==> src/pbm_pkg.sv <==
// shared types, constants and helpers for the pbm p4 stream parser
package pbm_pkg;

  localparam int unsigned MAX_WIDTH_DEF  = 4096;
  localparam int unsigned MAX_HEIGHT_DEF = 4096;

  localparam int unsigned BYTE_W   = 8;
  localparam int unsigned DIM_W    = 13;
  localparam int unsigned POS_W    = 12;
  localparam int unsigned CNT_W    = 4;
  localparam int unsigned ACC_W    = 17;
  localparam int unsigned ACC_CAP  = 65536;
  localparam int unsigned GROUP_PIX = 8;

  localparam logic [BYTE_W-1:0] CH_P    = 8'h50;
  localparam logic [BYTE_W-1:0] CH_FOUR = 8'h34;
  localparam logic [BYTE_W-1:0] CH_HASH = 8'h23;
  localparam logic [BYTE_W-1:0] CH_LF   = 8'h0A;
  localparam logic [BYTE_W-1:0] CH_CR   = 8'h0D;
  localparam logic [BYTE_W-1:0] CH_SP   = 8'h20;
  localparam logic [BYTE_W-1:0] CH_TAB  = 8'h09;
  localparam logic [BYTE_W-1:0] CH_ZERO = 8'h30;
  localparam logic [BYTE_W-1:0] CH_NINE = 8'h39;

  typedef enum logic [3:0] {
    PH_MAGIC_P,
    PH_MAGIC_4,
    PH_SPACE,
    PH_WIDTH,
    PH_HEIGHT,
    PH_RASTER,
    PH_COMMENT
  } phase_e;

  typedef enum logic [1:0] {
    KIND_HEADER,
    KIND_PIXELS,
    KIND_ERROR
  } kind_e;

  typedef enum logic [1:0] {
    ERR_NONE,
    ERR_MAGIC,
    ERR_CHAR,
    ERR_DIM
  } err_e;

  typedef struct packed {
    kind_e              kind;
    err_e               error_code;
    logic [DIM_W-1:0]   image_width;
    logic [DIM_W-1:0]   image_height;
    logic [BYTE_W-1:0]  pixel_bits;
    logic [CNT_W-1:0]   pixel_count;
    logic [POS_W-1:0]   row;
    logic [POS_W-1:0]   column;
    logic               last;
  } res_t;

  typedef struct packed {
    logic              valid;
    logic [BYTE_W-1:0] byte_value;
  } byte_beat_t;

  function automatic logic is_ws(input logic [BYTE_W-1:0] b);
    return (b == CH_SP) || ((b >= CH_TAB) && (b <= CH_CR));
  endfunction

  function automatic logic is_digit(input logic [BYTE_W-1:0] b);
    return (b >= CH_ZERO) && (b <= CH_NINE);
  endfunction

endpackage

==> src/pbm_if.sv <==
// byte and result channel interfaces
interface pbm_byte_if;
  logic       valid;
  logic       ready;
  logic [7:0] byte_value;

  modport source (output valid, output byte_value, input ready);
  modport sink (input valid, input byte_value, output ready);
endinterface

interface pbm_res_if;
  logic        valid;
  logic        ready;
  logic [1:0]  kind;
  logic [1:0]  error_code;
  logic [12:0] image_width;
  logic [12:0] image_height;
  logic [7:0]  pixel_bits;
  logic [3:0]  pixel_count;
  logic [11:0] row;
  logic [11:0] column;
  logic        last;

  modport source (
    output valid, output kind, output error_code, output image_width,
    output image_height, output pixel_bits, output pixel_count, output row,
    output column, output last, input ready
  );
  modport sink (
    input valid, input kind, input error_code, input image_width,
    input image_height, input pixel_bits, input pixel_count, input row,
    input column, input last, output ready
  );
endinterface

==> src/pbm_p4_stream_parser_top.sv <==
// top level of the raw pbm (p4) byte stream parser
// a byte beat is held in the input register, then its result in the result register, which drives res_o
// throughput: one byte per cycle, stalled only by res_o backpressure
// input register, one pass of parse logic, result register
// reset: asynchronous active low, returns to expecting the magic and clears errors
module pbm_p4_stream_parser_top #(
  parameter int unsigned MAX_WIDTH  = pbm_pkg::MAX_WIDTH_DEF,
  parameter int unsigned MAX_HEIGHT = pbm_pkg::MAX_HEIGHT_DEF
) (
  input  logic      clk_i,
  input  logic      rst_ni,
  pbm_byte_if.sink  byte_i,
  pbm_res_if.source res_o
);

  pbm_pkg::byte_beat_t beat;
  pbm_pkg::res_t       res_comb;
  pbm_pkg::res_t       res_reg;
  logic                res_valid;
  logic                can_take;
  logic                advance;

  assign advance = beat.valid && can_take;

  pbm_in_stage u_in (
    .clk_i        (clk_i),
    .rst_ni       (rst_ni),
    .valid_i      (byte_i.valid),
    .byte_value_i (byte_i.byte_value),
    .ready_o      (byte_i.ready),
    .advance_i    (advance),
    .beat_o       (beat)
  );

  pbm_parse #(
    .MAX_WIDTH  (MAX_WIDTH),
    .MAX_HEIGHT (MAX_HEIGHT)
  ) u_parse (
    .clk_i        (clk_i),
    .rst_ni       (rst_ni),
    .fire_i       (advance),
    .byte_value_i (beat.byte_value),
    .res_valid_o  (res_valid),
    .res_o        (res_comb)
  );

  pbm_out_stage u_out (
    .clk_i       (clk_i),
    .rst_ni      (rst_ni),
    .res_valid_i (res_valid),
    .res_i       (res_comb),
    .can_take_o  (can_take),
    .valid_o     (res_o.valid),
    .res_o       (res_reg),
    .ready_i     (res_o.ready)
  );

  assign res_o.kind         = res_reg.kind;
  assign res_o.error_code   = res_reg.error_code;
  assign res_o.image_width  = res_reg.image_width;
  assign res_o.image_height = res_reg.image_height;
  assign res_o.pixel_bits   = res_reg.pixel_bits;
  assign res_o.pixel_count  = res_reg.pixel_count;
  assign res_o.row          = res_reg.row;
  assign res_o.column       = res_reg.column;
  assign res_o.last         = res_reg.last;

endmodule

==> src/pbm_in_stage.sv <==
// input register holding one byte beat
module pbm_in_stage (
  input  logic                          clk_i,
  input  logic                          rst_ni,
  input  logic                          valid_i,
  input  logic [pbm_pkg::BYTE_W-1:0]    byte_value_i,
  output logic                          ready_o,
  input  logic                          advance_i,
  output pbm_pkg::byte_beat_t           beat_o
);

  logic                       valid_q, valid_d;
  logic [pbm_pkg::BYTE_W-1:0] byte_q;

  assign ready_o = !valid_q || advance_i;
  assign valid_d = ready_o ? valid_i : valid_q;

  always_ff @(posedge clk_i or negedge rst_ni) begin
    if (!rst_ni) begin
      valid_q <= 1'b0;
    end else begin
      valid_q <= valid_d;
    end
  end

  always_ff @(posedge clk_i) begin
    if (ready_o && valid_i) begin
      byte_q <= byte_value_i;
    end
  end

  assign beat_o.valid      = valid_q;
  assign beat_o.byte_value = byte_q;

endmodule

==> src/pbm_parse.sv <==
// header state machine, dimension check and raster unpacking
module pbm_parse #(
  parameter int unsigned MAX_WIDTH  = pbm_pkg::MAX_WIDTH_DEF,
  parameter int unsigned MAX_HEIGHT = pbm_pkg::MAX_HEIGHT_DEF
) (
  input  logic                       clk_i,
  input  logic                       rst_ni,
  input  logic                       fire_i,
  input  logic [pbm_pkg::BYTE_W-1:0] byte_value_i,
  output logic                       res_valid_o,
  output pbm_pkg::res_t              res_o
);

  localparam int unsigned WW    = $clog2(MAX_WIDTH + 1);
  localparam int unsigned HW    = $clog2(MAX_HEIGHT + 1);
  localparam int unsigned ACC_W = pbm_pkg::ACC_W;
  localparam int unsigned PROD_W = ACC_W + 4;

  pbm_pkg::phase_e    phase_q, phase_d;
  pbm_pkg::phase_e    resume_q, resume_d;
  pbm_pkg::phase_e    after_q, after_d;
  pbm_pkg::phase_e    num_ph;
  logic               seen_q, seen_d;
  logic [ACC_W-1:0]   acc_q, acc_d, acc_in;
  logic               have_q, have_d, have_in;
  logic [WW-1:0]      width_q, width_d;
  logic [HW-1:0]      height_q, height_d;
  logic [HW-1:0]      row_q, row_d;
  logic [WW-1:0]      col_q, col_d;
  logic               fin_q, fin_d;
  logic               err_q, err_d;

  logic [pbm_pkg::BYTE_W-1:0] b;
  logic [PROD_W-1:0]  prod;
  logic [WW-1:0]      left;
  logic [pbm_pkg::CNT_W-1:0] cnt;
  logic [7:0]         mask;
  logic [WW:0]        col_next;
  logic [HW:0]        row_next;
  logic               lst;
  logic [31:0]        w32, h32, r32, c32;

  assign b = byte_value_i;

  always_ff @(posedge clk_i or negedge rst_ni) begin
    if (!rst_ni) begin
      phase_q  <= pbm_pkg::PH_MAGIC_P;
      resume_q <= pbm_pkg::PH_MAGIC_P;
      after_q  <= pbm_pkg::PH_MAGIC_P;
      seen_q   <= 1'b0;
      acc_q    <= '0;
      have_q   <= 1'b0;
      width_q  <= '0;
      height_q <= '0;
      row_q    <= '0;
      col_q    <= '0;
      fin_q    <= 1'b0;
      err_q    <= 1'b0;
    end else begin
      phase_q  <= phase_d;
      resume_q <= resume_d;
      after_q  <= after_d;
      seen_q   <= seen_d;
      acc_q    <= acc_d;
      have_q   <= have_d;
      width_q  <= width_d;
      height_q <= height_d;
      row_q    <= row_d;
      col_q    <= col_d;
      fin_q    <= fin_d;
      err_q    <= err_d;
    end
  end

  // number entry, either continuing or starting right after whitespace
  assign num_ph  = (phase_q == pbm_pkg::PH_SPACE) ? after_q : phase_q;
  assign acc_in  = (phase_q == pbm_pkg::PH_SPACE) ? '0 : acc_q;
  assign have_in = (phase_q == pbm_pkg::PH_SPACE) ? 1'b0 : have_q;
  assign prod    = {acc_in, 3'b000} + {2'b00, acc_in, 1'b0}
                 + PROD_W'(b - pbm_pkg::CH_ZERO);

  // raster group
  assign left     = (width_q > col_q) ? (width_q - col_q) : WW'(1);
  assign cnt      = (left < WW'(pbm_pkg::GROUP_PIX)) ? pbm_pkg::CNT_W'(left)
                                                     : pbm_pkg::CNT_W'(pbm_pkg::GROUP_PIX);
  assign mask     = 8'(16'hFF00 >> cnt);
  assign col_next = {1'b0, col_q} + (WW + 1)'(cnt);
  assign row_next = {1'b0, row_q} + (HW + 1)'(1);
  assign lst      = (row_next >= {1'b0, height_q}) && (col_next >= {1'b0, width_q});

  assign w32 = 32'(width_q);
  assign h32 = 32'(height_q);
  assign r32 = 32'(row_q);
  assign c32 = 32'(col_q);

  always_comb begin
    phase_d  = phase_q;
    resume_d = resume_q;
    after_d  = after_q;
    seen_d   = seen_q;
    acc_d    = acc_q;
    have_d   = have_q;
    width_d  = width_q;
    height_d = height_q;
    row_d    = row_q;
    col_d    = col_q;
    fin_d    = fin_q;
    err_d    = err_q;
    res_valid_o = 1'b0;
    res_o       = '0;

    if (fire_i && !err_q && !fin_q) begin
      if ((phase_q != pbm_pkg::PH_RASTER) && (b == pbm_pkg::CH_HASH)) begin
        if (phase_q != pbm_pkg::PH_COMMENT) begin
          resume_d = phase_q;
          phase_d  = pbm_pkg::PH_COMMENT;
        end
      end else begin
        case (phase_q)
          pbm_pkg::PH_COMMENT: begin
            if ((b == pbm_pkg::CH_LF) || (b == pbm_pkg::CH_CR)) begin
              phase_d = resume_q;
            end
          end
          pbm_pkg::PH_MAGIC_P: begin
            if (b != pbm_pkg::CH_P) begin
              err_d = 1'b1;
              res_valid_o = 1'b1;
              res_o.kind = pbm_pkg::KIND_ERROR;
              res_o.error_code = pbm_pkg::ERR_MAGIC;
            end else begin
              phase_d = pbm_pkg::PH_MAGIC_4;
            end
          end
          pbm_pkg::PH_MAGIC_4: begin
            if (b != pbm_pkg::CH_FOUR) begin
              err_d = 1'b1;
              res_valid_o = 1'b1;
              res_o.kind = pbm_pkg::KIND_ERROR;
              res_o.error_code = pbm_pkg::ERR_MAGIC;
            end else begin
              phase_d = pbm_pkg::PH_SPACE;
              after_d = pbm_pkg::PH_WIDTH;
              seen_d  = 1'b0;
            end
          end
          pbm_pkg::PH_SPACE, pbm_pkg::PH_WIDTH, pbm_pkg::PH_HEIGHT: begin
            if ((phase_q == pbm_pkg::PH_SPACE) && pbm_pkg::is_ws(b)) begin
              seen_d = 1'b1;
            end else if ((phase_q == pbm_pkg::PH_SPACE) && !seen_q) begin
              err_d = 1'b1;
              res_valid_o = 1'b1;
              res_o.kind = pbm_pkg::KIND_ERROR;
              res_o.error_code = pbm_pkg::ERR_CHAR;
            end else begin
              seen_d  = 1'b0;
              phase_d = num_ph;
              if (pbm_pkg::is_digit(b)) begin
                acc_d  = (prod > PROD_W'(pbm_pkg::ACC_CAP)) ? ACC_W'(pbm_pkg::ACC_CAP)
                                                            : prod[ACC_W-1:0];
                have_d = 1'b1;
              end else if (!have_in || !pbm_pkg::is_ws(b)) begin
                err_d = 1'b1;
                res_valid_o = 1'b1;
                res_o.kind = pbm_pkg::KIND_ERROR;
                res_o.error_code = pbm_pkg::ERR_CHAR;
              end else begin
                acc_d  = '0;
                have_d = 1'b0;
                if (num_ph == pbm_pkg::PH_WIDTH) begin
                  if ((acc_in == '0) || (acc_in > ACC_W'(MAX_WIDTH))) begin
                    err_d = 1'b1;
                    res_valid_o = 1'b1;
                    res_o.kind = pbm_pkg::KIND_ERROR;
                    res_o.error_code = pbm_pkg::ERR_DIM;
                  end else begin
                    width_d = acc_in[WW-1:0];
                    phase_d = pbm_pkg::PH_SPACE;
                    after_d = pbm_pkg::PH_HEIGHT;
                    seen_d  = 1'b1;
                  end
                end else begin
                  if ((acc_in == '0) || (acc_in > ACC_W'(MAX_HEIGHT))) begin
                    err_d = 1'b1;
                    res_valid_o = 1'b1;
                    res_o.kind = pbm_pkg::KIND_ERROR;
                    res_o.error_code = pbm_pkg::ERR_DIM;
                  end else begin
                    height_d = acc_in[HW-1:0];
                    phase_d  = pbm_pkg::PH_RASTER;
                    row_d    = '0;
                    col_d    = '0;
                    res_valid_o = 1'b1;
                    res_o.kind = pbm_pkg::KIND_HEADER;
                    res_o.image_width  = w32[pbm_pkg::DIM_W-1:0];
                    res_o.image_height = 13'(acc_in);
                  end
                end
              end
            end
          end
          pbm_pkg::PH_RASTER: begin
            res_valid_o = 1'b1;
            res_o.kind = pbm_pkg::KIND_PIXELS;
            res_o.image_width  = w32[pbm_pkg::DIM_W-1:0];
            res_o.image_height = h32[pbm_pkg::DIM_W-1:0];
            res_o.pixel_bits   = b & mask;
            res_o.pixel_count  = cnt;
            res_o.row          = r32[pbm_pkg::POS_W-1:0];
            res_o.column       = c32[pbm_pkg::POS_W-1:0];
            res_o.last         = lst;
            if (col_next >= {1'b0, width_q}) begin
              col_d = '0;
              row_d = row_next[HW-1:0];
            end else begin
              col_d = col_next[WW-1:0];
            end
            fin_d = lst;
          end
          default: begin
            phase_d = phase_q;
          end
        endcase
      end
    end
  end

endmodule

==> src/pbm_out_stage.sv <==
// result register in front of the result channel
module pbm_out_stage (
  input  logic          clk_i,
  input  logic          rst_ni,
  input  logic          res_valid_i,
  input  pbm_pkg::res_t res_i,
  output logic          can_take_o,
  output logic          valid_o,
  output pbm_pkg::res_t res_o,
  input  logic          ready_i
);

  logic          valid_q, valid_d;
  pbm_pkg::res_t res_q;

  assign can_take_o = !valid_q || ready_i;
  assign valid_d    = can_take_o ? res_valid_i : valid_q;

  always_ff @(posedge clk_i or negedge rst_ni) begin
    if (!rst_ni) begin
      valid_q <= 1'b0;
    end else begin
      valid_q <= valid_d;
    end
  end

  always_ff @(posedge clk_i) begin
    if (can_take_o && res_valid_i) begin
      res_q <= res_i;
    end
  end

  assign valid_o = valid_q;
  assign res_o   = res_q;

endmodule

==> src/flat_wrapper.sv <==
// flat-port wrapper written by rule: the top's interface ports become plain ports
module pbm_p4_stream_parser_top_flat 
#(
  parameter int unsigned MAX_WIDTH  = pbm_pkg::MAX_WIDTH_DEF,
  parameter int unsigned MAX_HEIGHT = pbm_pkg::MAX_HEIGHT_DEF
)
  (clk_i, rst_ni, byte_i_valid, byte_i_byte_value, byte_i_ready, res_o_valid, res_o_kind, res_o_error_code, res_o_image_width, res_o_image_height, res_o_pixel_bits, res_o_pixel_count, res_o_row, res_o_column, res_o_last, res_o_ready);
  pbm_byte_if byte_i_i ();
  pbm_res_if res_o_i ();
  input  logic clk_i;
  input  logic rst_ni;
  input wire logic [$bits(byte_i_i.valid)-1:0] byte_i_valid;
  input wire logic [$bits(byte_i_i.byte_value)-1:0] byte_i_byte_value;
  output wire logic [$bits(byte_i_i.ready)-1:0] byte_i_ready;
  output wire logic [$bits(res_o_i.valid)-1:0] res_o_valid;
  output wire logic [$bits(res_o_i.kind)-1:0] res_o_kind;
  output wire logic [$bits(res_o_i.error_code)-1:0] res_o_error_code;
  output wire logic [$bits(res_o_i.image_width)-1:0] res_o_image_width;
  output wire logic [$bits(res_o_i.image_height)-1:0] res_o_image_height;
  output wire logic [$bits(res_o_i.pixel_bits)-1:0] res_o_pixel_bits;
  output wire logic [$bits(res_o_i.pixel_count)-1:0] res_o_pixel_count;
  output wire logic [$bits(res_o_i.row)-1:0] res_o_row;
  output wire logic [$bits(res_o_i.column)-1:0] res_o_column;
  output wire logic [$bits(res_o_i.last)-1:0] res_o_last;
  input wire logic [$bits(res_o_i.ready)-1:0] res_o_ready;
  assign byte_i_i.valid = byte_i_valid;
  assign byte_i_i.byte_value = byte_i_byte_value;
  assign byte_i_ready = byte_i_i.ready;
  assign res_o_valid = res_o_i.valid;
  assign res_o_kind = res_o_i.kind;
  assign res_o_error_code = res_o_i.error_code;
  assign res_o_image_width = res_o_i.image_width;
  assign res_o_image_height = res_o_i.image_height;
  assign res_o_pixel_bits = res_o_i.pixel_bits;
  assign res_o_pixel_count = res_o_i.pixel_count;
  assign res_o_row = res_o_i.row;
  assign res_o_column = res_o_i.column;
  assign res_o_last = res_o_i.last;
  assign res_o_i.ready = res_o_ready;
  pbm_p4_stream_parser_top #(.MAX_WIDTH(MAX_WIDTH), .MAX_HEIGHT(MAX_HEIGHT)) u_core (.clk_i(clk_i), .rst_ni(rst_ni), .byte_i(byte_i_i), .res_o(res_o_i));
endmodule
==> config.mk <==
export PLATFORM = sky130hd
export DESIGN_NAME = pbm_p4_stream_parser_top_flat
export DESIGN_NICKNAME = d
export VERILOG_FILES = /design/src/pbm_pkg.sv /design/src/pbm_if.sv /design/src/pbm_p4_stream_parser_top.sv /design/src/pbm_in_stage.sv /design/src/pbm_parse.sv /design/src/pbm_out_stage.sv /design/src/flat_wrapper.sv
export SDC_FILE = /design/constraint.sdc
export NUM_CORES = 1
export LEC_CHECK = 0
export ABC_AREA = 1
export BUFFER_PORTS_ARGS = -buffer_cell sky130_fd_sc_hd__buf_2
export CAP_MARGIN = 20
export CORE_MARGIN = 2
export CORE_UTILIZATION = 60
export CTS_CLUSTER_DIAMETER = 40
export DETAILED_ROUTE_END_ITERATION = 6
export HOLD_SLACK_MARGIN = 0.02
export PLACE_DENSITY = 0.8
export SYNTH_ARGS = -nofsm -noshare
export SYNTH_HDL_FRONTEND = slang
export SYNTH_SLANG_ARGS = --single-unit
==> constraint.sdc <==
create_clock -name clk_i -period 9.4 [get_ports clk_i]
set_input_delay 0.47 -clock clk_i [delete_from_list [all_inputs] [get_ports clk_i]]
set_output_delay 0.47 -clock clk_i [all_outputs]
set_load 0.005 [all_outputs]
# ---- Word-level counts from Yosys, hierarchy flattened
# Cells that the tools add are included.
# W data, S select, Z words.
dict set report word_totals {
  regBits 162
  latchBits 0
  ramBits 0
  romBits 0
  inputBits 12
  output_inout_bits 69
  elab_cells 216
  mem_count 0
}
dict set report classes {
  addsub 6
  multipliers 0
  div_mod_pow 0
  order_cmp 10
  eq_ne 36
  shift 1
  muxes 85
  bitwise 10
  reduce_logical 44
}
# operator n
set ops {}
lappend ops {{$mux W13} 9}
lappend ops {{$mux W4} 27}
lappend ops {{$mux W26} 4}
lappend ops {{$mux W17} 4}
lappend ops {{$mux W30} 2}
lappend ops {{$pmux W13 S2} 2}
lappend ops {{$pmux W26 S2} 1}
lappend ops {{$ge A14 B13 Y1} 2}
lappend ops {{$mux W1} 27}
lappend ops {{$reduce_and A9 Y1} 3}
lappend ops {{$ne A2 B2 Y1 const B} 12}
lappend ops {{$add A20 B18 Y21} 1}
lappend ops {{$add A21 B21 Y21} 1}
lappend ops {{$gt A21 B17 Y1 const B} 1}
lappend ops {{$ne A3 B3 Y1 const B} 7}
lappend ops {{$reduce_and A10 Y1} 2}
lappend ops {{$gt A17 B13 Y1 const B} 1}
lappend ops {{$logic_not A17 Y1} 1}
lappend ops {{$eq A8 B4 Y1 const B} 2}
lappend ops {{$eq A8 B6 Y1 const B} 2}
lappend ops {{$pmux W4 S4} 1}
lappend ops {{$reduce_and A8 Y1} 2}
lappend ops {{$shr A16 B4 Y8 const A} 1}
lappend ops {{$add A13 B1 Y14 const B} 1}
lappend ops {{other kinds (38)} 76}

# ---- Longest topological paths before layout
dict set report logic_depth {
  ltp_word 14
  ltp_mapped 37
  depth_no_buf 36
}

# ---- Modules after synthesis
# From an unflattened synthesis, not the netlist that was laid out.
dict set report hier_totals {
  cells_unflattened 1467
  area_unflattened_um2 11006.8
}
# module n_inst cells_each area_per_inst_um2 seq_area_each_um2
set modules_own_cells {}
lappend modules_own_cells {pbm_parse 1 1377 8649.5 2077.0}
lappend modules_own_cells {pbm_out_stage 1 73 2057.0 2037.0}
lappend modules_own_cells {pbm_in_stage 1 15 292.8 265.3}
lappend modules_own_cells {pbm_p4_stream_parser_top 1 2 7.5 0.0}

# ---- Worst setup path after synthesis
# No wires, ideal clock.
dict set report synth_path {
  kind {register -> register}
  start {reg u_core.u_parse.width_q[0]}
  end {reg u_core.u_parse.row_q[10]}
  setup_ns 0.117
  t_arrival_ns 4.977
  t_required_ns 9.283
  slack_ns 4.306
  path_stages_with_launch 36
  n_path_buf 1
  synth_period_minus_slack_ns 5.094
  cell_sequence {dfrtp_1 inv_1 ha_1 fa_1 inv_1 nand3_1 nand2_1 nand2_1 nand2_1 nand2_1 nand2_1 nand3_1 nor2_1 nand3_1 nand2_1 o21ai_0 inv_1 ha_1 inv_1 fa_1 o21ai_0 nand4_1 nor2_1 nand2_1 nor2_1 xor2_1 ha_1 inv_1 nor2_1 nor3b_1 nand2_1 nor2_1 nand3_1 clkbuf_1 nand3_1 nand2_1}
}
dict set report synth_between {
  elab_chain_len 8
  elab_cells_between_ends 9
  cone_classes {2 x add/sub; 3 x order compare; 1 x eq/ne; 2 x mux; 1 x reduce/logical}
}
# item line
set synth_rtl {}
lappend synth_rtl {{start: declaration} pbm_parse.sv:26} ;# logic [WW-1:0] width_q, width_d;
lappend synth_rtl {{start signal: assignment} pbm_parse.sv:66} ;# width_q <= width_d;
lappend synth_rtl {{$sub A13 B13 Y13 / $gt A13 B13 Y1 (equally long branches)} pbm_parse.sv:83} ;# assign left = (width_q > col_q) ? (width_q - col_q) : WW'(1);
lappend synth_rtl {{$mux W13 *} pbm_parse.sv:83}
lappend synth_rtl {{$lt A13 B4 Y1} pbm_parse.sv:84} ;# assign cnt = (left < WW'(pbm_pkg::GROUP_PIX)) ? pbm_pkg::CNT_W'(left)
lappend synth_rtl {{$mux W4 *} pbm_parse.sv:84}
lappend synth_rtl {{net u_core.u_parse.cnt (one bit)} pbm_parse.sv:36} ;# logic [pbm_pkg::CNT_W-1:0] cnt;
lappend synth_rtl {{$add A13 B4 Y14 *} pbm_parse.sv:87} ;# assign col_next = {1'b0, col_q} + (WW + 1)'(cnt);
lappend synth_rtl {{$ge A14 B13 Y1 *} pbm_parse.sv:212} ;# if (col_next >= {1'b0, width_q}) begin
lappend synth_rtl {{$ne A2 B2 Y1 (no source line) *} -}
lappend synth_rtl {{$reduce_and A10 Y1 (no source line) *} -}
lappend synth_rtl {{end signal: assignment} pbm_parse.sv:68} ;# row_q <= row_d;
lappend synth_rtl {{end: declaration} pbm_parse.sv:28} ;# logic [HW-1:0] row_q, row_d;
# Mark *: on every way through the listed nets, which the timed path passes. The rest lies on a longest branch.
# A chain may end at the register's enable or synchronous reset.

# ---- Final worst setup path
dict set report layout_path {
  start {reg u_core.u_parse.width_q[0]}
  end {reg u_core.u_parse.col_q[0]}
}
dict set report layout_between {
  elab_chain_len 8
  elab_cells_between_ends 9
  cone_classes {2 x add/sub; 3 x order compare; 4 x mux}
}
# item line
set layout_rtl {}
lappend layout_rtl {{$sub A13 B13 Y13 / $gt A13 B13 Y1 (equally long branches)} pbm_parse.sv:83}
lappend layout_rtl {{$mux W13 *} pbm_parse.sv:83}
lappend layout_rtl {{$lt A13 B4 Y1} pbm_parse.sv:84}
lappend layout_rtl {{$mux W4 *} pbm_parse.sv:84}
lappend layout_rtl {{net u_core.u_parse.cnt (one bit)} pbm_parse.sv:36}
lappend layout_rtl {{$add A13 B4 Y14 *} pbm_parse.sv:87}
lappend layout_rtl {{$ge A14 B13 Y1} pbm_parse.sv:212}
lappend layout_rtl {{$mux W13 *} pbm_parse.sv:212}
lappend layout_rtl {{$pmux W13 S2 *} pbm_parse.sv:119} ;# case (phase_q)
lappend layout_rtl {{end signal: assignment} pbm_parse.sv:69} ;# col_q <= col_d;
lappend layout_rtl {{end: declaration} pbm_parse.sv:29} ;# logic [WW-1:0] col_q, col_d;
# Marked as above.

==> flow_summary.yaml <==
cells_and_area:
  synthToLayoutAreaGrowth_pct: 10.6
  fillers: 1547
  mostFrequentLayoutCell: "nand2_1"
  finalNetCount: 1599
  layout_common_cells: "nand2_1 (383), inv_1 (228), nor2_1 (148)"
  drive_gt1_share_pct: 11.3
  n_antenna_cell: 0
floorplanning:
  die_w_um: 139
  placementRows: 49
  ios: 81
  dieArea_mm2: 0.0195
  initial_core_util_pct: 61.3
  die_h_um: 139
  core-area_mm2: 0.0180
sta:
  setup-violations-final: 0
  drv_slew: 0
  setup_tns_ps: 0
  fin_crit_sh_pct: 68.0
  hold_viol: 0
  slew_headroom_pct: 27.9
  finClkSkew_ps: 12.3
  worst_slew_pin_slew_ps: 1080
  setup_slack_ps: 3010
  rsz0062_at_grt: "false"
  max_freq_mhz: 156
  post-route-min-period_ps: 6390
worst_setup_path:
  arrival_ps: 6730
  slowest_delay_ps: 790
  cp-end-kind: "register"
  critPathLaunchType: "register"
  crit_top_cell: "nand2_1"
  cp_slowest_cell: "nor2_1"
  cp.required_ps: 9740
  cp.buffers_inverters: 5
  path_delay_family: "simple AND/OR/NAND/NOR gates"
  crit_fanout: 13
  critPathKind: "register to register"
global_routing:
  grt_pass1_vias: 9168
  overflow: 0
  grt_pass1_wl_mm: 44.8
  grt_max_degree: 67
  antenna_found_initial: 0
  grt_use_total_pct: 28.5
power:
  power_frac_comb_pct: 3.6
  p_leak_nw: 5.98
  p_int_mw: 1.13
  power_density_mw_per_mm2: 121
  pwr-share-seq_pct: 50.0
  swShare_pct: 23.1
  vdd_drop_max_mv: 0.184
  clockPowerShare_pct: 46.5
  p_sw_mw: 0.339
logic_synthesis:
  avgSynthCellArea_um2: 7.76
  yosysUniqueCellTypes: 51
  synth_compound_area_share_pct: 8.54
  yosys.area_share.simple_pct: 29.2
  synth-xor-area-share_pct: 1.59
  synth_mux_area_share_pct: 0
  synth_top_cell_by_area: "edfxtp_1"
  synth_top_area_share_pct: 20.5
  synth_nets: 1520
  synth_area_leaders: "edfxtp_1 (20%), dfrtp_1 (19%), nand2_1 (13%)"
  synthCells: 1419
  synth-adder-area-share_pct: 11.3
  synth_ff_type: "dfrtp_1"
  synth_edf_count: 75
  mappedNetlistArea_mm2: 0.0110
  synth_top_family_by_area: "simple AND/OR/NAND/NOR gates"
  yosys_warnings: 0
  ys_ff_latch: 160
  yosysSeqAreaShare_pct: 39.8
  async_reset_ff_share_pct: 53.1
detailed_routing:
  drc: 0
  dr.pass1.iters: 6
  vias: 9608
  routed_wl_mm: 27.1
  ant_nets: 0
  wl_per_cell_um: 15.6
  via_per_inst: 5.52
  drt_iter0_drc: 800
clock_network:
  cts_buffers: 17
  root_buffer: "clkbuf_16"
  cts_sinks: 160
  cts.htree.levels: 4
  cts_buffer_depth: 2
  cts_tree: "built"
  post_cts_resize_count: 0
  clock_latency_ps: 440
  clkTransAtPathRegs_ps: 70
hold_path:
  hold_path.class: "input port to register"
place:
  place_ws_ps: 3140
  io_buffer_count: 80
  dp_hpwl_mm: 20.6
  gp_congestion: 1.00
outcome:
  status: "finished, final reports clean"
job:
  drv_cap: 0
## registers in the layout, summed over array words and instances, names as in the netlist
name	cells
u_core.u_in.byte_q	8
u_core.u_parse.acc_q	17
u_core.u_parse.height_q	13
u_core.u_parse.after_q	2
u_core.u_parse.resume_q	4
u_core.u_in.valid_q	1
u_core.u_parse.phase_q	4
u_core.u_parse.err_q	1
u_core.u_out.valid_o	1
u_core.u_parse.have_q	1
u_core.u_parse.fin_q	1
u_core.u_out.res_o	67
u_core.u_parse.col_q	13
u_core.u_parse.seen_q	1
u_core.u_parse.row_q	13
u_core.u_parse.width_q	13
## path summary, 6_finish.rpt
path,from,endpoint,slack (ps),depth (start not counted)
max,u_core.u_parse.width_q[0]$_DFFE_PN0P_,u_core.u_parse.col_q[0]$_DFFE_PN0P_,3010,35
min,byte_i_byte_value[3],u_core.u_in.byte_q[3]$_DFFE_PP_,210,1
max reg2reg,u_core.u_parse.width_q[0]$_DFFE_PN0P_,u_core.u_parse.col_q[0]$_DFFE_PN0P_,3010,35
min reg2reg,u_core.u_parse.err_q$_DFFE_PN0P_,u_core.u_parse.err_q$_DFFE_PN0P_,460,2
max in group asynchronous,rst_ni,u_core.u_parse.acc_q[1]$_DFFE_PN0P_,7830,3
min in group asynchronous,rst_ni,u_core.u_parse.row_q[10]$_DFFE_PN0P_,510,2
## timing repair
action                    CTS  global route
hold buffers                1             0
hold endpoints to repair   32             0
setup buffers               0             0
## through the flow
step                      cell area (µm²)  utilization (%)  cells  total power [mW]  hold slack, ps
after floorplan                     11000                -   1419             0.780             174
after detailed placement            11600             64.5   1707             0.800             441
final                               12200             67.8   1740              1.47             206
after CTS                           12200             67.8   1740              1.48             195
after global routing                12200             67.8   1740              1.51             191
after global placement              11600             64.5   1706             0.799             436
## metal layers
layer	part of all wire, %	up-vias	track usage, %
met5	0	-	0
met4	1.8	0	8.24
met3	5.8	39	4.34
met2	49	349	48.6
met1	43	4454	38.1
li1	-	4766	-
## cells by family after synthesis
group	Yosys count
AO/OA/AOI/OAI	156
XOR/XNOR	20
adder cells (fa/ha/maj)	89
buffers and inverters	265
flip-flops	160
AND/OR/NAND/NOR	729
## synth_stat cells, types with 2 or more instances
| master | instances |
|---|---|
| o21ai_2 | 2 |
| o21bai_1 | 7 |
| o31ai_1 | 3 |
| nand4_1 | 37 |
| inv_1 | 228 |
| edfxtp_1 | 75 |
| nand2_2 | 6 |
| buf_1 | 2 |
| o21ai_1 | 27 |
| nor2_2 | 2 |
| fa_1 | 18 |
| nor4_1 | 2 |
| xor2_1 | 15 |
| buf_2 | 8 |
| o22ai_2 | 10 |
| clkbuf_1 | 6 |
| nand3b_1 | 12 |
| nor2_1 | 148 |
| a21oi_1 | 45 |
| nor3_2 | 11 |
| a211oi_1 | 2 |
| buf_6 | 5 |
| a21oi_2 | 2 |
| inv_2 | 10 |
| nand4_4 | 2 |
| ha_1 | 71 |
| nand2_4 | 2 |
| nor3_1 | 20 |
| o2111ai_1 | 2 |
| o21ai_0 | 44 |
| buf_4 | 3 |
| dfrtp_1 | 85 |
| a31oi_1 | 5 |
| nand2_1 | 384 |
| clkinv_1 | 2 |
| nand3_1 | 96 |
| or2_2 | 2 |
| xnor2_1 | 5 |
## final cells by class
cell class | count | area (µm²) | share of cell area (%)
multi-input cells | 994 | 5590 | 45.9
flip-flops and latches | 160 | 4380 | 36.0
inverters | 240 | 901 | 7.40
clock buffers | 20 | 457 | 3.75
repair buffers | 85 | 443 | 3.64
well taps | 229 | 287 | 2.35
clock inverters | 12 | 121 | 0.997
## power by group through the flow
stage	Clock [mW]	Sequential, mW	Combinational (mW)
6_report	0.683	0.734	0.0526
3_5_place_dp	0	0.748	0.0519
2_1_floorplan	0	0.747	0.0328
3_3_place_gp	0	0.748	0.0512
5_1_grt	0.719	0.734	0.0603
4_1_cts	0.689	0.734	0.0526
No activity file was read; power rests on OpenSTA's default activity.
